==> src/spsv_pkg.sv <==
// Shared types, codes and constants of the segmented prime sieve.
`default_nettype none
package spsv_pkg;

	localparam int unsigned SEGMENT_LEN_DEF = 4096;
	localparam int unsigned PRIME_DEPTH_DEF = 1024;

	localparam int unsigned NUM_W   = 48;
	localparam int unsigned PRIME_W = 24;
	localparam int unsigned IDX_W   = 10;
	localparam int unsigned CNT_O_W = 13;

	localparam logic [1:0] FUNC_LOAD  = 2'd0;
	localparam logic [1:0] FUNC_SIEVE = 2'd1;
	localparam logic [1:0] FUNC_DRAIN = 2'd2;

	localparam logic [1:0] STATUS_OK   = 2'd0;
	localparam logic [1:0] STATUS_LONG = 2'd1;
	localparam logic [1:0] STATUS_REV  = 2'd2;

	typedef struct packed {
		logic [1:0]         func;
		logic [IDX_W-1:0]   prime_index;
		logic [PRIME_W-1:0] prime_value;
		logic [NUM_W-1:0]   lower_bound;
		logic [NUM_W-1:0]   upper_bound;
	} cmd_t;

	typedef struct packed {
		logic [1:0]         status;
		logic [CNT_O_W-1:0] prime_count;
		logic [NUM_W-1:0]   prime_out;
		logic               prime_valid;
		logic               drain_done;
	} rsp_t;

	typedef enum logic [3:0] {
		ST_IDLE,
		ST_INIT,
		ST_PRD,
		ST_PGOT,
		ST_PCHK,
		ST_DIV,
		ST_DIVD,
		ST_OFF,
		ST_STRIKE,
		ST_CNT,
		ST_CNTE,
		ST_COMMIT,
		ST_DRAIN,
		ST_FIN
	} state_t;

endpackage
`default_nettype wire

==> src/spsv_div.sv <==
// Bit-serial restoring divider: one quotient bit per cycle.
`default_nettype none
module spsv_div (
	input  wire logic                          clk,
	input  wire logic                          arst_n,
	input  wire logic                          start,
	input  wire logic [spsv_pkg::NUM_W-1:0]    dividend,
	input  wire logic [spsv_pkg::PRIME_W-1:0]  divisor,
	output logic                               done,
	output logic      [spsv_pkg::NUM_W-1:0]    quot,
	output logic      [spsv_pkg::PRIME_W-1:0]  rem
);
	import spsv_pkg::*;

	localparam int unsigned STEP_W = $clog2(NUM_W);

	logic               busy_q;
	logic               done_q;
	logic [STEP_W-1:0]  step_q;
	logic [NUM_W-1:0]   dvd_q;
	logic [PRIME_W-1:0] rem_q;
	logic [PRIME_W-1:0] d_q;
	logic [PRIME_W:0]   trial;
	logic               fits;

	// Shift in the next dividend bit and try a subtraction
	assign trial = {rem_q, dvd_q[NUM_W-1]};
	assign fits  = trial >= {1'b0, d_q};

	always_ff @(posedge clk or negedge arst_n) begin
		if (!arst_n) begin
			busy_q <= 1'b0;
			done_q <= 1'b0;
			step_q <= '0;
		end else begin
			done_q <= 1'b0;
			if (start) begin
				busy_q <= 1'b1;
				step_q <= '0;
			end else if (busy_q) begin
				step_q <= step_q + 1'b1;
				if (step_q == STEP_W'(NUM_W - 1)) begin
					busy_q <= 1'b0;
					done_q <= 1'b1;
				end
			end
		end
	end

	// Quotient bits fill the dividend register from the bottom
	always_ff @(posedge clk) begin
		if (start) begin
			dvd_q <= dividend;
			rem_q <= '0;
			d_q   <= divisor;
		end else if (busy_q) begin
			dvd_q <= {dvd_q[NUM_W-2:0], fits};
			rem_q <= fits ? PRIME_W'(trial - {1'b0, d_q}) : trial[PRIME_W-1:0];
		end
	end

	assign done = done_q;
	assign quot = dvd_q;
	assign rem  = rem_q;
endmodule
`default_nettype wire

==> config.mk <==
export PLATFORM = sky130hd
export DESIGN_NAME = spsv_div
export DESIGN_NICKNAME = d
export VERILOG_FILES = /design/src/spsv_pkg.sv /design/src/spsv_div.sv
export SDC_FILE = /design/constraint.sdc
export NUM_CORES = 1
export LEC_CHECK = 0
export BUFFER_PORTS_ARGS = -buffer_cell sky130_fd_sc_hd__buf_2
export CAP_MARGIN = 0
export CORE_ASPECT_RATIO = 1.1
export CORE_MARGIN = 2
export CORE_UTILIZATION = 57
export DETAILED_ROUTE_END_ITERATION = 6
export PLACE_DENSITY = 0.93
export SLEW_MARGIN = 20
export SYNTH_ARGS = -nofsm -noshare
export SYNTH_HDL_FRONTEND = slang
export SYNTH_SLANG_ARGS = --single-unit
export TNS_END_PERCENT = 1
==> constraint.sdc <==
create_clock -name clk -period 3.9 [get_ports clk]
set_input_delay 0.585 -clock clk [delete_from_list [all_inputs] [get_ports clk]]
set_output_delay 0.585 -clock clk [all_outputs]
set_load 0.1 [all_outputs]
## After elaboration in Yosys (flattened, before gate mapping)

Index checks and enable logic that the tools add are counted.

- Add/sub/neg operators: 2
- Reductions and logical operators: 1
- Equality and inequality tests: 1
- Multiplexer cells: 11
- Magnitude comparators: 1

Operators by type and width:

| kind | count |
|---|---|
| two-way mux 48 bit | 2 |
| >= comparator 25 x 24 -> 1 bit | 1 |
| two-way mux 24 bit | 1 |
| subtractor 24 bit | 1 |
| two-way mux 6 bit | 2 |
| adder 6 x 1 -> 6 bit, second input constant | 1 |
| == test 6 bit, second input constant | 1 |
| two-way mux 1 bit | 6 |
| nonzero test 2 bit | 1 |

- Word-level logic and storage cells: 22
- Output and inout bits: 73
- Register bits after elaboration: 104
- Input port bits: 75

## Logic depth before layout (Yosys ltp)

- Depth in word-level cells: 4
- Gate-level depth with buffers: 11
- Gate-level depth less buffers: 11

## Least setup slack after synthesis

OpenSTA, ideal clock, no wires.

- Path kind: register to register
- From: register rem_q[13] (netlist: rem[13])
- To: register dvd_q[0] (netlist: quot[0]), data pin
- Slack: 0.671 ns
- Stages on the path, launching flop included: 10
- Setup time: 0.260 ns
- Buffers on the path: 1
- Clock period less this slack: 3.229 ns
- Data required time: 3.640 ns
- Arrival: 2.969 ns
- Cell sequence: dfxtp_1 -> ha_1 -> a211oi_1 -> o21bai_1 -> a211oi_1 -> o21ai_1 -> a41oi_1 -> nand2_2 -> buf_4 -> mux2_2

- Word-level cells in the longest chain between the ends: 3

RTL lines:

| what | RTL line | source |
|---|---|---|
| from (decl) | spsv_div.sv:21 | `logic [PRIME_W-1:0] rem_q;` |
| from (signal assigned) | spsv_div.sv:58 | `rem_q <= fits ? PRIME_W'(trial - {1'b0, d_q}) : trial[PRIME_W-1:0];` |
| >= comparator 25 x 24 -> 1 bit | spsv_div.sv:28 | `assign fits = trial >= {1'b0, d_q};` |
| two-way mux 48 bit | spsv_div.sv:56 | `end else if (busy_q) begin` |
| two-way mux 48 bit | spsv_div.sv:52 | `if (start) begin` |
| to (signal assigned) | spsv_div.sv:53 | `dvd_q <= dividend;` |
| to (signal assigned) | spsv_div.sv:57 | `dvd_q <= {dvd_q[NUM_W-2:0], fits};` |
| to (decl) | spsv_div.sv:20 | `logic [NUM_W-1:0] dvd_q;` |

Every way passes these cells. The select of a mux whose other input is x is not followed.
A chain may end at the register's enable or synchronous reset.

## Worst setup path in the final report

- From: register rem_q[1] (netlist: rem[1])
- To: register rem_q[21] (netlist: rem[21])

- Word-level cells in the longest chain between the ends: 2
- Elaborated cells on any way between the ends: 3
- Those cells by class: 1 x add/sub; 1 x order compare; 1 x mux

RTL lines:

| what | RTL line |
|---|---|
| subtractor 24 bit or >= comparator 25 x 24 -> 1 bit (tied branches) | spsv_div.sv:58, spsv_div.sv:28 |
| two-way mux 24 bit (*) | spsv_div.sv:58 |

Mark *: on every way between the ends. The rest lies on a longest branch, timed or not.

==> PnR_summary.wiki <==
{| class="wikitable"
! Metric !! Value
|-
| N_diodes || 0
|-
| Global placer's final weighted congestion || 0.881
|-
| Full die area || 0.0106 mm²
|-
| Critical Path RT || 4180 ps
|-
| Origin of the critical flop-to-flop path || rem[1]
|-
| Area of the placeable core || 0.00944 mm²
|-
| IR Drop Worst-Case VDD || 0.475 mV
|-
| Rows || 37
|-
| Largest fanout on the critical path || 21
|-
| # IOs || 148
|-
| Count of flip-flops with a built-in enable after synthesis || 72
|-
| Most common library cell in the layout ignoring fill and taps || sky130_fd_sc_hd__buf_2
|-
| Detailed Place HPWL || 9.63 mm
|-
| Critical Setup Path Class || flip-flop to flip-flop
|-
| Pre-Repair DR Iteration Count || 5
|-
| Netlist Area Pre-Place || 0.00556 mm²
|-
| Final count of negative-setup-slack endpoints || 0
|-
| Relative slew slack || 48.3%
|-
| Fillcell total || 719
|-
| Fraction of synthesis flops using an asynchronous set or reset pin || 7.69%
|-
| Cell type with the highest aggregate area in the netlist || sky130_fd_sc_hd__edfxtp_1
|-
| Remaining antenna violation count after routing || 0
|-
| Worst-case register-to-register setup slack || 820 ps
|-
| Buffers inserted by post-CTS timing repair || 0
|-
| Overall Global Routing Usage || 25.0%
|-
| Latest clock arrival within the worst-skew pair || 380 ps
|-
| Post-synthesis register bit count || 104
|-
| Vertical extent of the die || 108 µm
|-
| # Max-Cap Violations || 0
|-
| Die outline width || 98.2 µm
|-
| Period utilization || 79.0%
|-
| Via Count || 4403
|-
| Post-synthesis to final-layout area growth || 18.2%
|-
| Ratio of cells with drive above 1 in the final layout || 35.4%
|-
| Top_reg_cell synth || sky130_fd_sc_hd__edfxtp_1
|-
| Slew at the pin closest to its max-slew limit || 775 ps
|-
| Final Hold Vio Count || 0
|-
| Min Tclk post-route || 3080 ps
|-
| Total routed wirelength || 13.3 mm
|-
| Post-synth net total || 590
|-
| DRC violations left || 0
|-
| Source of the critical timing path || rem[1]
|-
| Reg2reg path depth || 9
|-
| Synth unique cells || 61
|-
| Total gr overflow || 0
|-
| Final number of max-transition violations || 0
|-
| Maximum number of pins on one net before global-route repair || 58
|-
| Clock buffers created by TritonCTS || 9
|-
| Mapped Avg Cell Area || 11.4 µm²
|-
| CTS Root Buffer Type || sky130_fd_sc_hd__clkbuf_8
|-
| Endpoint of the worst register-to-register path || rem[21]
|-
| Top area cells in the synthesized netlist || sky130_fd_sc_hd__edfxtp_1 39%, sky130_fd_sc_hd__mux2_2 9.9%, sky130_fd_sc_hd__dfxtp_1 8.6%
|-
| Count of mapped cells out of synthesis || 489
|-
| Placed cell count || 734
|-
| Crit. End Element || flip-flop
|-
| Sequential fraction of the synthesis area || 51.1%
|-
| PostCTS Resize Cnt || 0
|-
| Initial antenna violation count || 0
|-
| Wire length of the first global-routing pass || 20.8 mm
|-
| Initial cell density of the core || 58.9%
|-
| Classification of the worst-slack hold path || input port to async pin
|-
| Pwr dens || 774 mW/mm²
|-
| Wire length per cell after detailed routing || 17.7 µm
|-
| Most used cells in the layout excluding fill and tap cells || 146 x sky130_fd_sc_hd__buf_2, 72 x sky130_fd_sc_hd__edfxtp_1, 49 x sky130_fd_sc_hd__mux2_2
|-
| Clk pin slew, worst setup/hold paths || 100 ps
|-
| DRC marker count from the first detailed-route iteration || 228
|-
| Worst hold margin || 32.3 ps
|-
| Net count of the finished layout || 729
|-
| TritonCTS clock tree || done
|-
| Port buffer count || 147
|-
| Setup repair after global routing missed its margin || false
|-
| Yosys top cell area share || 38.9%
|-
| Maximum level of the CTS H-tree || 3
|-
| Data arrival time at the worst-slack endpoint || 3360 ps
|-
| Sink Count || 104
|-
| F_max || 0.325 GHz
|-
| Cell Count, Final, Fillers Out || 750
|-
| Startpoint class of the critical path || flip-flop
|-
| Outcome || completed
|-
| Number of warnings reported in the yosys synthesis log || 0
|-
| Quantity of hold-fixing buffers added after cts || 0
|-
| Static leakage || 2.91 nW
|-
| Clock skew after layout || 11.7 ps
|-
| Mean number of vias per cell || 5.87
|-
| Total negative slack for setup checks || 0 ps
|-
| CTS max path bufs || 2
|-
| Number of global-route vias before repair || 4408
|}
cell usage after synthesis, types with 4 or more instances:
cell,count
sky130_fd_sc_hd__a211oi_1,12
sky130_fd_sc_hd__a21o_1,8
sky130_fd_sc_hd__a21oi_1,25
sky130_fd_sc_hd__a311oi_1,12
sky130_fd_sc_hd__clkbuf_1,19
sky130_fd_sc_hd__dfrtp_1,8
sky130_fd_sc_hd__dfxtp_1,24
sky130_fd_sc_hd__edfxtp_1,72
sky130_fd_sc_hd__ha_1,25
sky130_fd_sc_hd__inv_1,30
sky130_fd_sc_hd__mux2_2,49
sky130_fd_sc_hd__mux2i_1,7
sky130_fd_sc_hd__nand2_1,27
sky130_fd_sc_hd__nand2b_1,7
sky130_fd_sc_hd__nand3_1,12
sky130_fd_sc_hd__nand4_1,5
sky130_fd_sc_hd__nor2_1,35
sky130_fd_sc_hd__nor2b_1,6
sky130_fd_sc_hd__nor3_1,4
sky130_fd_sc_hd__o21a_1,4
sky130_fd_sc_hd__o21ai_0,14
sky130_fd_sc_hd__o31a_1,4
sky130_fd_sc_hd__or3_1,5
sky130_fd_sc_hd__xnor2_1,8
sky130_fd_sc_hd__xor2_1,11
power by group:
group          switching, mW  leakage, nW  internal [mW]
combinational           2.11         1.77          0.744
clock                  0.386        0.101          0.299
sequential             0.165         1.04           1.38
per-stage QoR:
stage               cell area, µm²  power (mW)  utilization (%)  worst slack [ps]
finish                        6570        5.08             69.6               821
global route                  6570        5.31             69.6               682
CTS                           6570        5.07             69.6               850
detailed placement            6370        4.38             67.5               902
global placement              6370        4.31             67.5               996
floorplan                     5560        3.92                -               671
how the worst max path moves through the flow:
| stage | endpoint | cells after the start |
|---|---|---|
| CTS | rem[21] | 9 |
| global route | rem[21] | 9 |
| detailed placement | rem[21] | 9 |
| floorplan | quot[0] | 9 |
| global placement | rem[21] | 9 |
| finish | rem[21] | 9 |
flip-flops by register name, indices dropped and copies added (netlist names):
| name | cells |
|---|---|
| quot | 48 |
| d_q | 24 |
| rem | 24 |
| step_q | 6 |
| busy_q | 1 |
| done | 1 |
cell families (layout without fill, tap and decap cells):
logic type / after synthesis / in the layout / synth area share [%]
AO/OA/AOI/OAI: 107 / 107 / 13.3
adder cells (fa/ha/maj): 26 / 26 / 5.99
multiplexers: 56 / 56 / 11.2
XOR/XNOR: 19 / 19 / 2.99
flip-flops: 104 / 104 / 51.1
AND/OR/NAND/NOR: 125 / 125 / 11.5
buffers and inverters: 52 / 196 / 3.89
final cells by class:
cell class	instances	area [µm²]	share of cell area, %
clock buffers	9	124	1.89
inverters	30	113	1.71
repair buffers	150	773	11.8
multi-input cells	333	2500	38.1
well taps	117	146	2.23
clock inverters	7	70.1	1.07
flip-flops and latches	104	2840	43.3
critical path: stages, from the launching register on:
cell and delay [ps]:
sky130_fd_sc_hd__dfxtp_1 370, sky130_fd_sc_hd__ha_1 360, sky130_fd_sc_hd__nand3_1 120, sky130_fd_sc_hd__o21ba_2 290, sky130_fd_sc_hd__nor3_1 80, sky130_fd_sc_hd__or4_4 470
sky130_fd_sc_hd__a211o_1 320, sky130_fd_sc_hd__nand2_2 440, sky130_fd_sc_hd__nand3_1 200, sky130_fd_sc_hd__a311oi_1 310
layer usage:
layer	track usage (%)	vias up	wire length, µm	share of wire (%)
met1	29.1	2070	5200	39
met2	43.5	200	6630	50
li1	-	2109	-	-
met5	0	-	0	0
met4	10.2	0	277	2.1
met3	7.14	24	1160	8.8
(Power assumes the default switching activity.)
