### config.mk
export PLATFORM = sky130hd
export DESIGN_NAME = spsv_ram
export DESIGN_NICKNAME = d
export VERILOG_FILES = /design/src/spsv_ram.sv
export SDC_FILE = /design/constraint.sdc
export NUM_CORES = 1
export LEC_CHECK = 0
export ABC_AREA = 1
export BUFFER_PORTS_ARGS = -buffer_cell sky130_fd_sc_hd__buf_2
export CAP_MARGIN = 20
export CORE_ASPECT_RATIO = 0.75
export CORE_MARGIN = 4
export CORE_UTILIZATION = 55
export CTS_BUF_LIST = sky130_fd_sc_hd__clkbuf_8
export DETAILED_ROUTE_END_ITERATION = 7
export GPL_TIMING_DRIVEN = 0
export PLACE_DENSITY = 0.81
export SLEW_MARGIN = 20
export SYNTH_ARGS = -nofsm -noshare
export SYNTH_HDL_FRONTEND = slang
export SYNTH_SLANG_ARGS = --single-unit
### constraint.sdc
create_clock -name clk -period 2.23 [get_ports clk]
set_input_delay 0.1115 -clock clk [delete_from_list [all_inputs] [get_ports clk]]
set_output_delay 0.1115 -clock clk [all_outputs]
set_load 0.05 [all_outputs]
### src/spsv_ram.sv
// Generic single-port-write, single-port-read RAM with registered read data.
`default_nettype none
module spsv_ram #(
	parameter int unsigned WIDTH = 8,
	parameter int unsigned DEPTH = 16
) (
	input  wire logic                     clk,
	input  wire logic                     we,
	input  wire logic [$clog2(DEPTH)-1:0] waddr,
	input  wire logic [WIDTH-1:0]         wdata,
	input  wire logic [$clog2(DEPTH)-1:0] raddr,
	output logic      [WIDTH-1:0]         rdata
);
	logic [WIDTH-1:0] mem [DEPTH];

	// Write port and registered read port
	always_ff @(posedge clk) begin
		if (we) begin
			mem[waddr] <= wdata;
		end
		rdata <= mem[raddr];
	end
endmodule
`default_nettype wire

== Word level (Yosys, flattened, before mapping) ==
Memory sizes are Yosys's and may differ from the RTL's. A register that Yosys moved wholly into a read port is not among the register bits.
Cells that the tools add are included.
Cells by class
  multiplexer cells: 2
Operators with widths (number)
  $mux W1: 2
Storage, ports and cells
  bits in registers: 0
  bits in writable memories: 128
  output and inout bits: 8
  memories kept: 1
Memory list
  mem: words 16, width 8, rd ports 1, clocked after Yosys merged registers in 1, wr ports 1, line 14  | logic [WIDTH-1:0] mem [DEPTH];

== Logic depth before layout (Yosys ltp) ==
Gate-level depths: netlist of the first run.
  word-level depth: 2
  depth in mapped cells: 8
  depth with buffers taken out: 7

== Worst setup path after synthesis of the first run ==
Ideal clock, no wire load.
  path type: input -> register
  start point: in waddr[2]
  end point: mem mem[10][0] (enable)
  arrival time: 0.692 ns
  data required time: 1.860 ns
  setup slack: 1.168 ns
  stages on the path: 2
  cells stage by stage: nand3b_1 > nor2_1
RTL lines
  start, declared: line 9  | input wire logic [$clog2(DEPTH)-1:0] waddr,
  end, declared: line 14
No word-level cell before the write port.

== Worst setup path after layout of the first run ==
  start point: in waddr[3]
  end point: mem mem[4][0] (enable)
No word-level cell before the write port.

==> tab_implementation.tex, run 1 <==
\begin{tabular}{lr}
\hline
Metric & Value \\
\hline
\multicolumn{2}{l}{\textbf{Run status}} \\
\quad Run status & complete, no violations \\
\multicolumn{2}{l}{\textbf{Worst setup path}} \\
\quad Bufs and invs on worst path & 1 \\
\quad Reg2reg setup slack & 1180 ps \\
\quad Timing endpoint of the critical path & mem[4][0] \\
\quad Startpoint Class & input port \\
\quad Origin of the critical flop-to-flop path & mem[1][6] \\
\quad Cell with the biggest individual delay on the critical path & nor2\_1 \\
\quad Worst Reg-to-Reg Cells & 6 \\
\quad Critical Path Source & waddr[3] \\
\quad Chain of cells forming the critical path & buf\_2, nand3b\_1, nor2\_1 \\
\quad Data required time of the worst path & about 2300 ps \\
\quad WP depth & 3 \\
\quad Crit path max fanout & 8 \\
\quad Arrival time at the worst endpoint & $\sim$1200 ps \\
\quad Top delay family on crit path & simple AND/OR/NAND/NOR gates \\
\quad Destination of the worst register-to-register timing path & rdata[6] \\
\quad Critical Path Sink Type & register \\
\quad Peak per-stage delay on the critical path & 760 ps \\
\quad Type of the worst setup path & input port to register \\
\multicolumn{2}{l}{\textbf{Die}} \\
\quad Standard-cell rows & 32 \\
\quad DIE HEIGHT & a little under 100 um \\
\quad Placeable core region & $\sim$10000 um\^{}2 \\
\quad DIE AREA & 12200 um\^{}2 \\
\quad Count of pins on the block boundary & 26 \\
\quad X dimension of the die & 126 um \\
\quad Initial standard-cell utilization of the core & 56.3\% \\
\multicolumn{2}{l}{\textbf{Clocking}} \\
\quad Post-CTS setup-driven buffer insertion count & 0 \\
\quad Later-pin clock latency in the skew report & 440 ps \\
\quad TritonCTS clock tree & yes \\
\quad Clock root cell & clkbuf\_8 \\
\quad Number of instances resized during post-cts repair & 0 \\
\quad Number of clock buffers inserted by TritonCTS & 17 \\
\quad Sinks on the clock net & 136 \\
\quad CTS HTree Levels & 4 \\
\quad Clock Path Buffers & 2 \\
\quad Clock Pin Slew Worst Setup and Hold Paths & 80 ps \\
\quad Hold-fix buffer count after cts & 0 \\
\multicolumn{2}{l}{\textbf{Pwr}} \\
\quad Net Sw Frac & 23.4\% \\
\quad Power Density & 819 nW/um\^{}2 \\
\quad Combinational power share & just over 8\% \\
\quad Max IR drop VDD & about 0.53 mV \\
\quad Clock power share & $\sim$37\% \\
\quad Power share of the sequential group & 54.6\% \\
\quad Net load switching power & between 1 and 1.5 mW \\
\quad Total internal power & $\sim$4 mW \\
\quad LEAKAGE & around 2.8 nW \\
\multicolumn{2}{l}{\textbf{Drt}} \\
\quad Number of design rule violations left after detail routing & 0 \\
\quad Total via count in the routed design & 3980 \\
\quad First-pass detailed-route iteration total & 6 \\
\quad Number of nets with antenna violations after detailed routing & 0 \\
\quad Total wire length & 14100 um \\
\quad Post-DR vias/cell & 5.38 \\
\quad Final routed wire length divided by cell count & 19.1 um \\
\quad Drt initial violations & 538 \\
\multicolumn{2}{l}{\textbf{Yosys}} \\
\quad Seq/Total Area, Yosys & a little over two thirds \\
\quad YS warnings & 0 \\
\quad Most used standard cell by instance count after synthesis & nand2\_1 \\
\quad Post-synth ARST share & 0\% \\
\quad Post-synth top area cell & edfxtp\_1 \\
\quad Fraction of post-synthesis cell area in the top cell type by area & 66.7\% \\
\quad Leading cell types by count after synthesis & 173 x nand2\_1, 128 x edfxtp\_1, 100 x inv\_1 \\
\quad Distinct cells, synth & 12 \\
\quad Mapped Avg Cell Area & 10.5 um\^{}2 \\
\quad Ranking of synthesized cells by area & edfxtp\_1 67\%, nand2\_1 11\%, nand3\_1 8.4\% \\
\quad Post-Synthesis Cell Area & just under 6000 um\^{}2 \\
\quad Count of state elements after synthesis & 136 \\
\quad Post-Syn Instances & 551 \\
\quad Main synth FF type & edfxtp\_1 \\
\quad Syn Nets & 569 \\
\quad Count of flip-flops with a built-in enable after synthesis & about 130 \\
\multicolumn{2}{l}{\textbf{STA}} \\
\quad Fin. max-slew vios & 0 \\
\quad Final-report setup violation count & 0 \\
\quad Slew at the pin closest to its max-slew limit & 953 ps \\
\quad Worst hold-check slack & 97.6 ps \\
\quad Maximum achievable frequency & 850 MHz \\
\quad Total count of hold-check failures in the final report & 0 \\
\quad Post-layout min period & 1180 ps \\
\quad RSZ-0062 raised after global routing & no \\
\quad Share of the clock period used by the worst path & 52.8\% \\
\quad Post-route worst setup slack & 1050 ps \\
\quad Relative max-transition margin & 36.3\% \\
\quad Worst Clk Skew & a little over 9 ps \\
\quad Final total negative setup slack & 0 ps \\
\multicolumn{2}{l}{\textbf{Global route}} \\
\quad Largest net degree at the start of global routing & 17 \\
\quad Overflow after GRT & 0 \\
\quad Total track usage & about a quarter \\
\quad Antenna violations before repair & 0 \\
\quad Wire length of the first global-routing pass & around 22000 um \\
\quad Number of global-route vias before repair & roughly 3900 \\
\multicolumn{2}{l}{\textbf{Place}} \\
\quad HPWL after DPL & 9380 um \\
\quad Count of buffers inserted at the top-level ports & 22 \\
\quad Global placer's final weighted congestion & 0.936 \\
\quad Worst setup timing slack at the placement stage & around 640 ps \\
\multicolumn{2}{l}{\textbf{Cells and area}} \\
\quad Share of final-layout standard cells stronger than drive strength 1 & about an eighth \\
\quad Core utilization of the finished layout & around 63\% \\
\quad Final nets & 610 \\
\quad Number of filler cells placed in the layout & 818 \\
\quad Area growth from synthesis to final layout & 11.4\% \\
\quad Antenna diodes & 0 \\
\multicolumn{2}{l}{\textbf{Flow run}} \\
\quad MaxCap Viol Count & 0 \\
\multicolumn{2}{l}{\textbf{Hold path}} \\
\quad Worst hold path type & input port to register \\
\hline
\end{tabular}
-- worst register-to-register path, delay by kind of cell (launching register included) --
kind	cells	cell delay (ps)
flops	1	370
buf+inv	1	70
simple gates	5	510
-- how the worst min path moves through the flow --
stage / start / to / slack, ps / cells after the start
finish: wdata[0] / mem[12][0] / 100 / 1
global route: wdata[0] / mem[6][0] / 100 / 1
CTS: wdata[0] / mem[12][0] / 80 / 1
detailed placement: raddr[2] / rdata[1] / 540 / 4
global placement: wdata[0] / mem[0][0] / 540 / 1
floorplan: wdata[0] / mem[0][0] / 210 / 0
-- layout by cell type (no fill, tap or decap) --
master / Yosys / routed
buf_1: 1 / 1
buf_2: 13 / 35
buf_4: 4 / 4
buf_6: 6 / 6
bufinv_16: 0 / 3
clkbuf_8: 0 / 17
clkinv_1: 0 / 5
clkinv_2: 0 / 2
clkinvlp_4: 0 / 2
dfxtp_1: 8 / 8
edfxtp_1: 128 / 128
inv_1: 100 / 102
inv_2: 2 / 2
nand2_1: 173 / 173
nand3_1: 97 / 97
nand3b_1: 2 / 2
nor2_1: 17 / 17
-- power by group through the flow --
stage	combinational [mW]	clock, mW	sequential (mW)
detailed placement	0.426	0	2.93
global placement	0.417	0	2.92
floorplan	0.202	0	2.98
finish	0.433	1.96	2.87
CTS	0.428	1.97	2.87
global route	0.472	2.07	2.87
-- sequential cells by signal, indices dropped and copies added (netlist names) --
name,cells
mem,128
rdata,8
-- metal layers --
| layer | global-route usage, % | routed length, um | vias up |
|---|---|---|---|
| met4 | 7.58 | 259 | 0 |
| met5 | 0 | 0 | - |
| li1 | - | - | 1852 |
| met3 | 6.46 | 1500 | 22 |
| met2 | 35.4 | 6300 | 217 |
| met1 | 36.1 | 6060 | 1889 |
-- layout make-up --
| type | instances | area, um^2 | share of cell area [%] |
|---|---|---|---|
| Multi-Input combinational cell | 289 | 1210 | 18.9 |
| Inverter | 102 | 383 | 5.96 |
| Timing Repair Buffer | 22 | 110 | 1.71 |
| Clock inverter | 14 | 141 | 2.20 |
| Sequential cell | 136 | 4000 | 62.3 |
| Buffer | 24 | 166 | 2.59 |
| Tap cell | 136 | 170 | 2.65 |
| Clock buffer | 17 | 234 | 3.64 |
-- stage by stage --
stage	instances	cell area [um^2]	power [mW]
detailed placement	709	6050	3.35
floorplan	551	5770	3.18
global placement	709	6050	3.34
CTS	740	6420	5.26
global route	740	6420	5.42
finish	740	6420	5.26
-- logic make-up after synthesis --
logic type    count (synthesis)  share of synthesized area, %
simple gates                289                          21.0
buf+inv                     126                          9.52
flops                       136                          69.4
Power figures use the tool's default switching activity.
==> run 2: changes to the inputs <==
==> constraint.sdc (replaced) <==
create_clock -name clk -period 1.1 [get_ports clk]
set_input_delay 0.055 -clock clk [delete_from_list [all_inputs] [get_ports clk]]
set_output_delay 0.055 -clock clk [all_outputs]
set_load 0.05 [all_outputs]
==> run 2 against run 1 <==
Net effect:
- the flow now finishes with violations (setup timing)
- clock power increased by 100%
- critical path depth increased by 1
- global-route usage unchanged
- core utilization increased by 0.32 points
- first-iteration DRC count decreased by 4.8%
- via count about the same
- critical endpoint unchanged
- largest cell class unchanged
==> tab_implementation.tex, run 2 (synthesis gave the netlist of run 1 again) <==
\begin{tabular}{lr}
\hline
Metric & Value \\
\hline
\multicolumn{2}{l}{\textbf{Run status}} \\
\quad Run status & finished, violations left \\
\quad Violated checks & setup timing \\
\multicolumn{2}{l}{\textbf{Pwr}} \\
\quad Max IR drop VDD & about 1.1 mV \\
\quad Power Density & 1650 nW/um\^{}2 \\
\quad LEAKAGE & about 2.8 nW \\
\multicolumn{2}{l}{\textbf{STA}} \\
\quad Post-route worst setup slack & -38.1 ps \\
\quad Fin. max-slew vios & 0 \\
\quad Relative max-transition margin & 36.3\% \\
\quad Post-layout min period & around 1100 ps \\
\quad Share of the clock period used by the worst path & 103\% \\
\quad Final-report setup violation count & 12 \\
\quad RSZ-0062 raised after global routing & yes \\
\quad Worst Clk Skew & between 7 and 8 ps \\
\quad Total count of hold-check failures in the final report & 0 \\
\quad Slew at the pin closest to its max-slew limit & 951 ps \\
\quad Maximum achievable frequency & 879 MHz \\
\multicolumn{2}{l}{\textbf{Worst setup path}} \\
\quad Worst Reg-to-Reg Cells & 6 \\
\quad Critical Path Source & waddr[1] \\
\quad Startpoint Class & input port \\
\quad Type of the worst setup path & input port to register \\
\quad Data required time of the worst path & approximately 1200 ps \\
\quad Origin of the critical flop-to-flop path & mem[0][3] \\
\quad Arrival time at the worst endpoint & 1190 ps \\
\quad Critical Path Sink Type & register \\
\quad Destination of the worst register-to-register timing path & rdata[3] \\
\quad Reg2reg setup slack & about 60 ps \\
\quad Crit path max fanout & 8 \\
\multicolumn{2}{l}{\textbf{Die}} \\
\quad DIE HEIGHT & $\sim$97 um \\
\quad DIE AREA & 12200 um\^{}2 \\
\quad Count of pins on the block boundary & 26 \\
\quad Standard-cell rows & 32 \\
\quad Placeable core region & 10200 um\^{}2 \\
\quad X dimension of the die & 126 um \\
\quad Initial standard-cell utilization of the core & 56.3\% \\
\multicolumn{2}{l}{\textbf{Clocking}} \\
\quad Clock Pin Slew Worst Setup and Hold Paths & roughly 80 ps \\
\quad Hold-fix buffer count after cts & 0 \\
\quad Clock Path Buffers & 2 \\
\quad Sinks on the clock net & about 140 \\
\quad Later-pin clock latency in the skew report & 430 ps \\
\quad Post-CTS setup-driven buffer insertion count & 0 \\
\quad Number of instances resized during post-cts repair & 0 \\
\quad TritonCTS clock tree & yes \\
\quad Number of clock buffers inserted by TritonCTS & 17 \\
\quad Clock root cell & clkbuf\_8 \\
\quad CTS HTree Levels & 4 \\
\multicolumn{2}{l}{\textbf{Drt}} \\
\quad Number of nets with antenna violations after detailed routing & 0 \\
\quad First-pass detailed-route iteration total & 5 \\
\quad Total via count in the routed design & approximately 4000 \\
\quad Final routed wire length divided by cell count & 19.1 um \\
\quad Post-DR vias/cell & between 5 and 6 \\
\quad Number of design rule violations left after detail routing & 0 \\
\quad Total wire length & 14100 um \\
\quad Drt initial violations & a little over 500 \\
\multicolumn{2}{l}{\textbf{Global route}} \\
\quad Wire length of the first global-routing pass & 22000 um \\
\quad Number of global-route vias before repair & 3879 \\
\quad Overflow after GRT & 0 \\
\quad Total track usage & 24.3\% \\
\quad Antenna violations before repair & 0 \\
\quad Largest net degree at the start of global routing & 17 \\
\multicolumn{2}{l}{\textbf{Place}} \\
\quad Count of buffers inserted at the top-level ports & 22 \\
\quad Global placer's final weighted congestion & $\sim$0.94 \\
\quad HPWL after DPL & between 9000 and 10000 um \\
\quad Worst setup timing slack at the placement stage & -436 ps \\
\quad Post-Place Cells & around 710 \\
\multicolumn{2}{l}{\textbf{Cells and area}} \\
\quad Largest registers & mem x128, rdata x8 \\
\quad Max FFs per register & approximately 130 \\
\quad Area growth from synthesis to final layout & 11.9\% \\
\quad Number of non-filler instances in the completed layout & 740 \\
\quad Share of final-layout standard cells stronger than drive strength 1 & 13.2\% \\
\quad Highest-count cells in the layout ignoring fill and taps & 172 x nand2\_1, 128 x edfxtp\_1, 102 x inv\_1 \\
\quad Register name with the most flops & mem \\
\quad Final nets & 610 \\
\quad Antenna diodes & 0 \\
\quad Leading cell type in the layout, fill and taps excluded & nand2\_1 \\
\multicolumn{2}{l}{\textbf{Hold path}} \\
\quad Worst Hold Path EP & mem[12][0] \\
\quad Worst hold path type & input port to register \\
\quad Beginning of the worst hold path & wdata[0] \\
\quad Count of cells along the worst hold path & 1 \\
\multicolumn{2}{l}{\textbf{Flow run}} \\
\quad MaxCap Viol Count & 0 \\
\hline
\end{tabular}
-- run 2: cell counts in the layout (fill, tap and decap cells not counted) --
Identical to the previous run, type by type.
-- run 2: worst max path at each step --
stage          slack [ps]  cells after the start    endpoint
2_1_floorplan          90                      2   mem[4][0]
3_3_place_gp         -410                      4  mem[12][6]
3_5_place_dp         -440                      3   mem[8][2]
4_1_cts                 5                      1    rdata[1]
5_1_grt               -70                      3   mem[5][0]
6_report              -40                      4   mem[4][0]
-- run 2: critical path: stages --
cell	delay, ps
buf_2	120
inv_1	80
nand2_1	160
nor2_1	780
-- run 2: cell type report --
cell class              count  area, um^2
flip-flops and latches    136        4000
fillers                   813        3790
multi-input cells         289        1250
inverters                 102         383
clock buffers              17         234
well taps                 136         170
plain buffers              24         166
clock inverters            14         141
repair buffers             22         110
-- run 2: power by group --
part	total, mW	internal (mW)	switching (mW)
Combinational	0.887	0.226	0.661
Sequential	5.82	5.79	0.0298
Clock	3.97	2.16	1.81
-- run 2: stage by stage --
| step | util [%] | area [um^2] | total power [mW] | hold slack, ps | setup TNS [ps] |
|---|---|---|---|---|---|
| floorplan | - | 5770 | 6.46 | 154 | 0 |
| global placement | 59.0 | 6050 | 6.77 | 483 | -37960 |
| detailed placement | 59.0 | 6050 | 6.80 | 486 | -44470 |
| CTS | 62.7 | 6420 | 10.7 | 28.0 | 0 |
| global route | 63.0 | 6450 | 11.0 | 42.0 | -937 |
| finish | 63.0 | 6450 | 10.7 | 49.5 | -287 |
-- run 2: layer usage --
layer | global-route usage [%] | vias to the layer above | part of all wire (%)
met5 | 0 | - | 0
met4 | 7.58 | 0 | 2.5
met3 | 6.46 | 35 | 10
met2 | 35.4 | 199 | 44
met1 | 36.1 | 1897 | 43
li1 | - | 1852 | -
==> run 3: changes to the inputs <==
--- a/config.mk
+++ b/config.mk
@@ -14,7 +14,7 @@
 export CTS_BUF_LIST = sky130_fd_sc_hd__clkbuf_8
 export DETAILED_ROUTE_END_ITERATION = 7
 export GPL_TIMING_DRIVEN = 0
-export PLACE_DENSITY = 0.81
+export PLACE_DENSITY = 0.72
 export SLEW_MARGIN = 20
 export SYNTH_ARGS = -nofsm -noshare
 export SYNTH_HDL_FRONTEND = slang
==> run 3 against run 2 <==
Net effect:
- global-route usage is 0.66 points lower
- critical path type unchanged
- first-iteration DRC count fell by 2.7%
- the run still ends with setup timing left
- clock power decreased by 6.8%
- clock skew grew 1.7 ps
- largest cell class unchanged
- combinational power down 0.5%
- power down 2.6%
- largest power group unchanged
==> tab_implementation.tex, run 3 (synthesis gave the netlist of run 1 again) <==
\begin{tabular}{lr}
\hline
Metric & Value \\
\hline
\multicolumn{2}{l}{\textbf{Pwr}} \\
\quad Power share of the sequential group & 55.9\% \\
\quad Net load switching power & 2.46 mW \\
\quad Net Sw Frac & roughly a quarter \\
\quad Power Density & 1620 nW/um\^{}2 \\
\quad Combinational power share & 8.5\% \\
\quad LEAKAGE & 2.79 nW \\
\quad Clock power share & 35.6\% \\
\quad Total internal power & around 7.9 mW \\
\quad Max IR drop VDD & $\sim$1.2 mV \\
\multicolumn{2}{l}{\textbf{Hold path}} \\
\quad Worst hold path type & input port to register \\
\multicolumn{2}{l}{\textbf{STA}} \\
\quad RSZ-0062 raised after global routing & yes \\
\quad Final total negative setup slack & -379 ps \\
\quad Fin. max-slew vios & 0 \\
\quad Post-route worst setup slack & -37.8 ps \\
\quad Relative max-transition margin & 42.0\% \\
\quad Maximum achievable frequency & 879 MHz \\
\quad Slew at the pin closest to its max-slew limit & slightly below 900 ps \\
\quad Worst Clk Skew & approximately 9 ps \\
\quad Post-layout min period & about 1100 ps \\
\quad Share of the clock period used by the worst path & 103\% \\
\quad Final-report setup violation count & 16 \\
\quad Total count of hold-check failures in the final report & 0 \\
\multicolumn{2}{l}{\textbf{Flow run}} \\
\quad MaxCap Viol Count & 0 \\
\multicolumn{2}{l}{\textbf{Clocking}} \\
\quad Sinks on the clock net & 136 \\
\quad Clock Path Buffers & 2 \\
\quad TritonCTS clock tree & yes \\
\quad CTS HTree Levels & 4 \\
\quad Clock root cell & clkbuf\_8 \\
\quad Number of clock buffers inserted by TritonCTS & 17 \\
\quad Clock Pin Slew Worst Setup and Hold Paths & around 70 ps \\
\quad Later-pin clock latency in the skew report & 440 ps \\
\multicolumn{2}{l}{\textbf{Die}} \\
\quad DIE HEIGHT & 96.7 um \\
\quad Placeable core region & 10200 um\^{}2 \\
\quad DIE AREA & approximately 12000 um\^{}2 \\
\quad X dimension of the die & around 130 um \\
\quad Count of pins on the block boundary & 26 \\
\quad Standard-cell rows & 32 \\
\quad Initial standard-cell utilization of the core & 56.3\% \\
\multicolumn{2}{l}{\textbf{Global route}} \\
\quad Largest net degree at the start of global routing & 17 \\
\quad Antenna violations before repair & 0 \\
\quad Overflow after GRT & 0 \\
\quad Wire length of the first global-routing pass & 21100 um \\
\quad Number of global-route vias before repair & 3708 \\
\quad Total track usage & around a quarter \\
\multicolumn{2}{l}{\textbf{Place}} \\
\quad Post-Place Cells & 709 \\
\quad HPWL after DPL & a little over 9000 um \\
\quad Worst setup timing slack at the placement stage & -480 ps \\
\quad Post-place instance area & 6050 um\^{}2 \\
\quad Count of buffers inserted at the top-level ports & 22 \\
\quad Global placer's final weighted congestion & $\sim$0.87 \\
\multicolumn{2}{l}{\textbf{Drt}} \\
\quad First-pass detailed-route iteration total & 5 \\
\quad Total via count in the routed design & 3850 \\
\quad Number of nets with antenna violations after detailed routing & 0 \\
\quad Number of design rule violations left after detail routing & 0 \\
\quad Total wire length & between 10000 and 15000 um \\
\quad Final routed wire length divided by cell count & 18.5 um \\
\quad Post-DR vias/cell & 5.20 \\
\quad Drt initial violations & approximately 500 \\
\multicolumn{2}{l}{\textbf{Cells and area}} \\
\quad Share of final-layout standard cells stronger than drive strength 1 & between 10 and 15\% \\
\quad Highest-count cells in the layout ignoring fill and taps & 172 x nand2\_1, 128 x edfxtp\_1, 101 x inv\_1 \\
\quad Largest registers & mem x128, rdata x8 \\
\quad Core utilization of the finished layout & 62.6\% \\
\quad Number of non-filler instances in the completed layout & 740 \\
\quad Area of all placed cells without fillers & $\sim$6400 um\^{}2 \\
\quad Area growth from synthesis to final layout & 11.3\% \\
\quad Antenna diodes & 0 \\
\quad Register name with the most flops & mem \\
\quad Final nets & 610 \\
\quad Max FFs per register & 128 \\
\quad Leading cell type in the layout, fill and taps excluded & nand2\_1 \\
\quad Number of filler cells placed in the layout & between 800 and 900 \\
\multicolumn{2}{l}{\textbf{Worst setup path}} \\
\quad Peak per-stage delay on the critical path & 730 ps \\
\quad Reg2reg setup slack & 80 ps \\
\quad WP depth & 3 \\
\quad Bufs and invs on worst path & 1 \\
\quad Type of the worst setup path & input port to register \\
\quad Worst Reg-to-Reg Cells & 6 \\
\quad Timing endpoint of the critical path & mem[7][5] \\
\quad Critical Path Sink Type & register \\
\quad Crit path max fanout & 8 \\
\quad Cell with the biggest individual delay on the critical path & nor2\_1 \\
\quad Chain of cells forming the critical path & buf\_2, nand3b\_1, nor2\_1 \\
\quad Origin of the critical flop-to-flop path & mem[2][5] \\
\quad Top delay family on crit path & simple AND/OR/NAND/NOR gates \\
\quad Startpoint Class & input port \\
\quad Arrival time at the worst endpoint & 1200 ps \\
\quad Critical Path Source & waddr[3] \\
\quad Data required time of the worst path & 1160 ps \\
\quad Destination of the worst register-to-register timing path & rdata[5] \\
\multicolumn{2}{l}{\textbf{Run status}} \\
\quad Run status & finished, violations left \\
\quad Violated checks & setup timing \\
\hline
\end{tabular}
[run 3: changes by cell type in the layout (fill, tap and decap cells not counted), moves of 2 or more]
cell | previous run | this run
nand3_1 | 93 | 96
nand3_2 | 4 | 1
buf_2 | 35 | 33
clkbuf_4 | 0 | 2
[run 3: layer usage]
metal | up-vias | global-route usage (%) | wire length [um]
met5 | - | 0 | 0
met2 | 173 | 34.4 | 5920
met1 | 1815 | 35.7 | 6230
li1 | 1852 | - | -
met4 | 0 | 6.68 | 127
met3 | 10 | 6.02 | 1410
[run 3: per-stage QoR]
| stage | hold WS (ps) | power, mW |
|---|---|---|
| after floorplan | 154 | 6.46 |
| after global placement | 486 | 6.78 |
| after detailed placement | 480 | 6.80 |
| after CTS | 13.1 | 10.4 |
| after global routing | 39.0 | 10.8 |
| final | 35.3 | 10.4 |
[run 3: layout make-up]
cell class	instances	area [um^2]	area share, %
flip-flops and latches	136	4000	62.4
multi-input cells	289	1230	19.1
inverters	102	383	5.97
clock buffers	17	234	3.65
well taps	136	170	2.65
plain buffers	24	166	2.59
clock inverters	14	116	1.81
repair buffers	22	115	1.79
[run 3: timing repair]
action                                  4_1_cts  5_1_grt
resized for setup                             1        6
hold buffers                                  0        0
setup buffers                                 0        0
hold endpoints to repair                      0        0
endpoints found under the setup margin        8       28
[run 3: worst reg2reg max path, cell delays in order (launching register included)]
cell      delay (ps)
edfxtp_1         390
nand2_1           80
nand2_1           50
nand2_1           70
nand3_1          140
nand3_1          110
nand2_1           80
[run 3: power by group through the flow]
| stage | clock network [mW] | logic [mW] | registers [mW] |
|---|---|---|---|
| 5_1_grt | 3.97 | 0.957 | 5.83 |
| 6_report | 3.70 | 0.883 | 5.82 |
| 3_3_place_gp | 0 | 0.852 | 5.93 |
| 4_1_cts | 3.75 | 0.869 | 5.82 |
| 2_1_floorplan | 0 | 0.409 | 6.05 |
| 3_5_place_dp | 0 | 0.865 | 5.93 |
[run 3: worst min path at each step]
stage | from | end | slack (ps) | cells after the start
floorplan | wdata[0] | mem[0][0] | 150 | 0
global placement | raddr[2] | rdata[4] | 490 | 4
detailed placement | raddr[2] | rdata[1] | 480 | 4
CTS | raddr[2] | rdata[1] | 10 | 4
global route | wdata[6] | mem[0][6] | 40 | 1
finish | raddr[2] | rdata[4] | 40 | 4
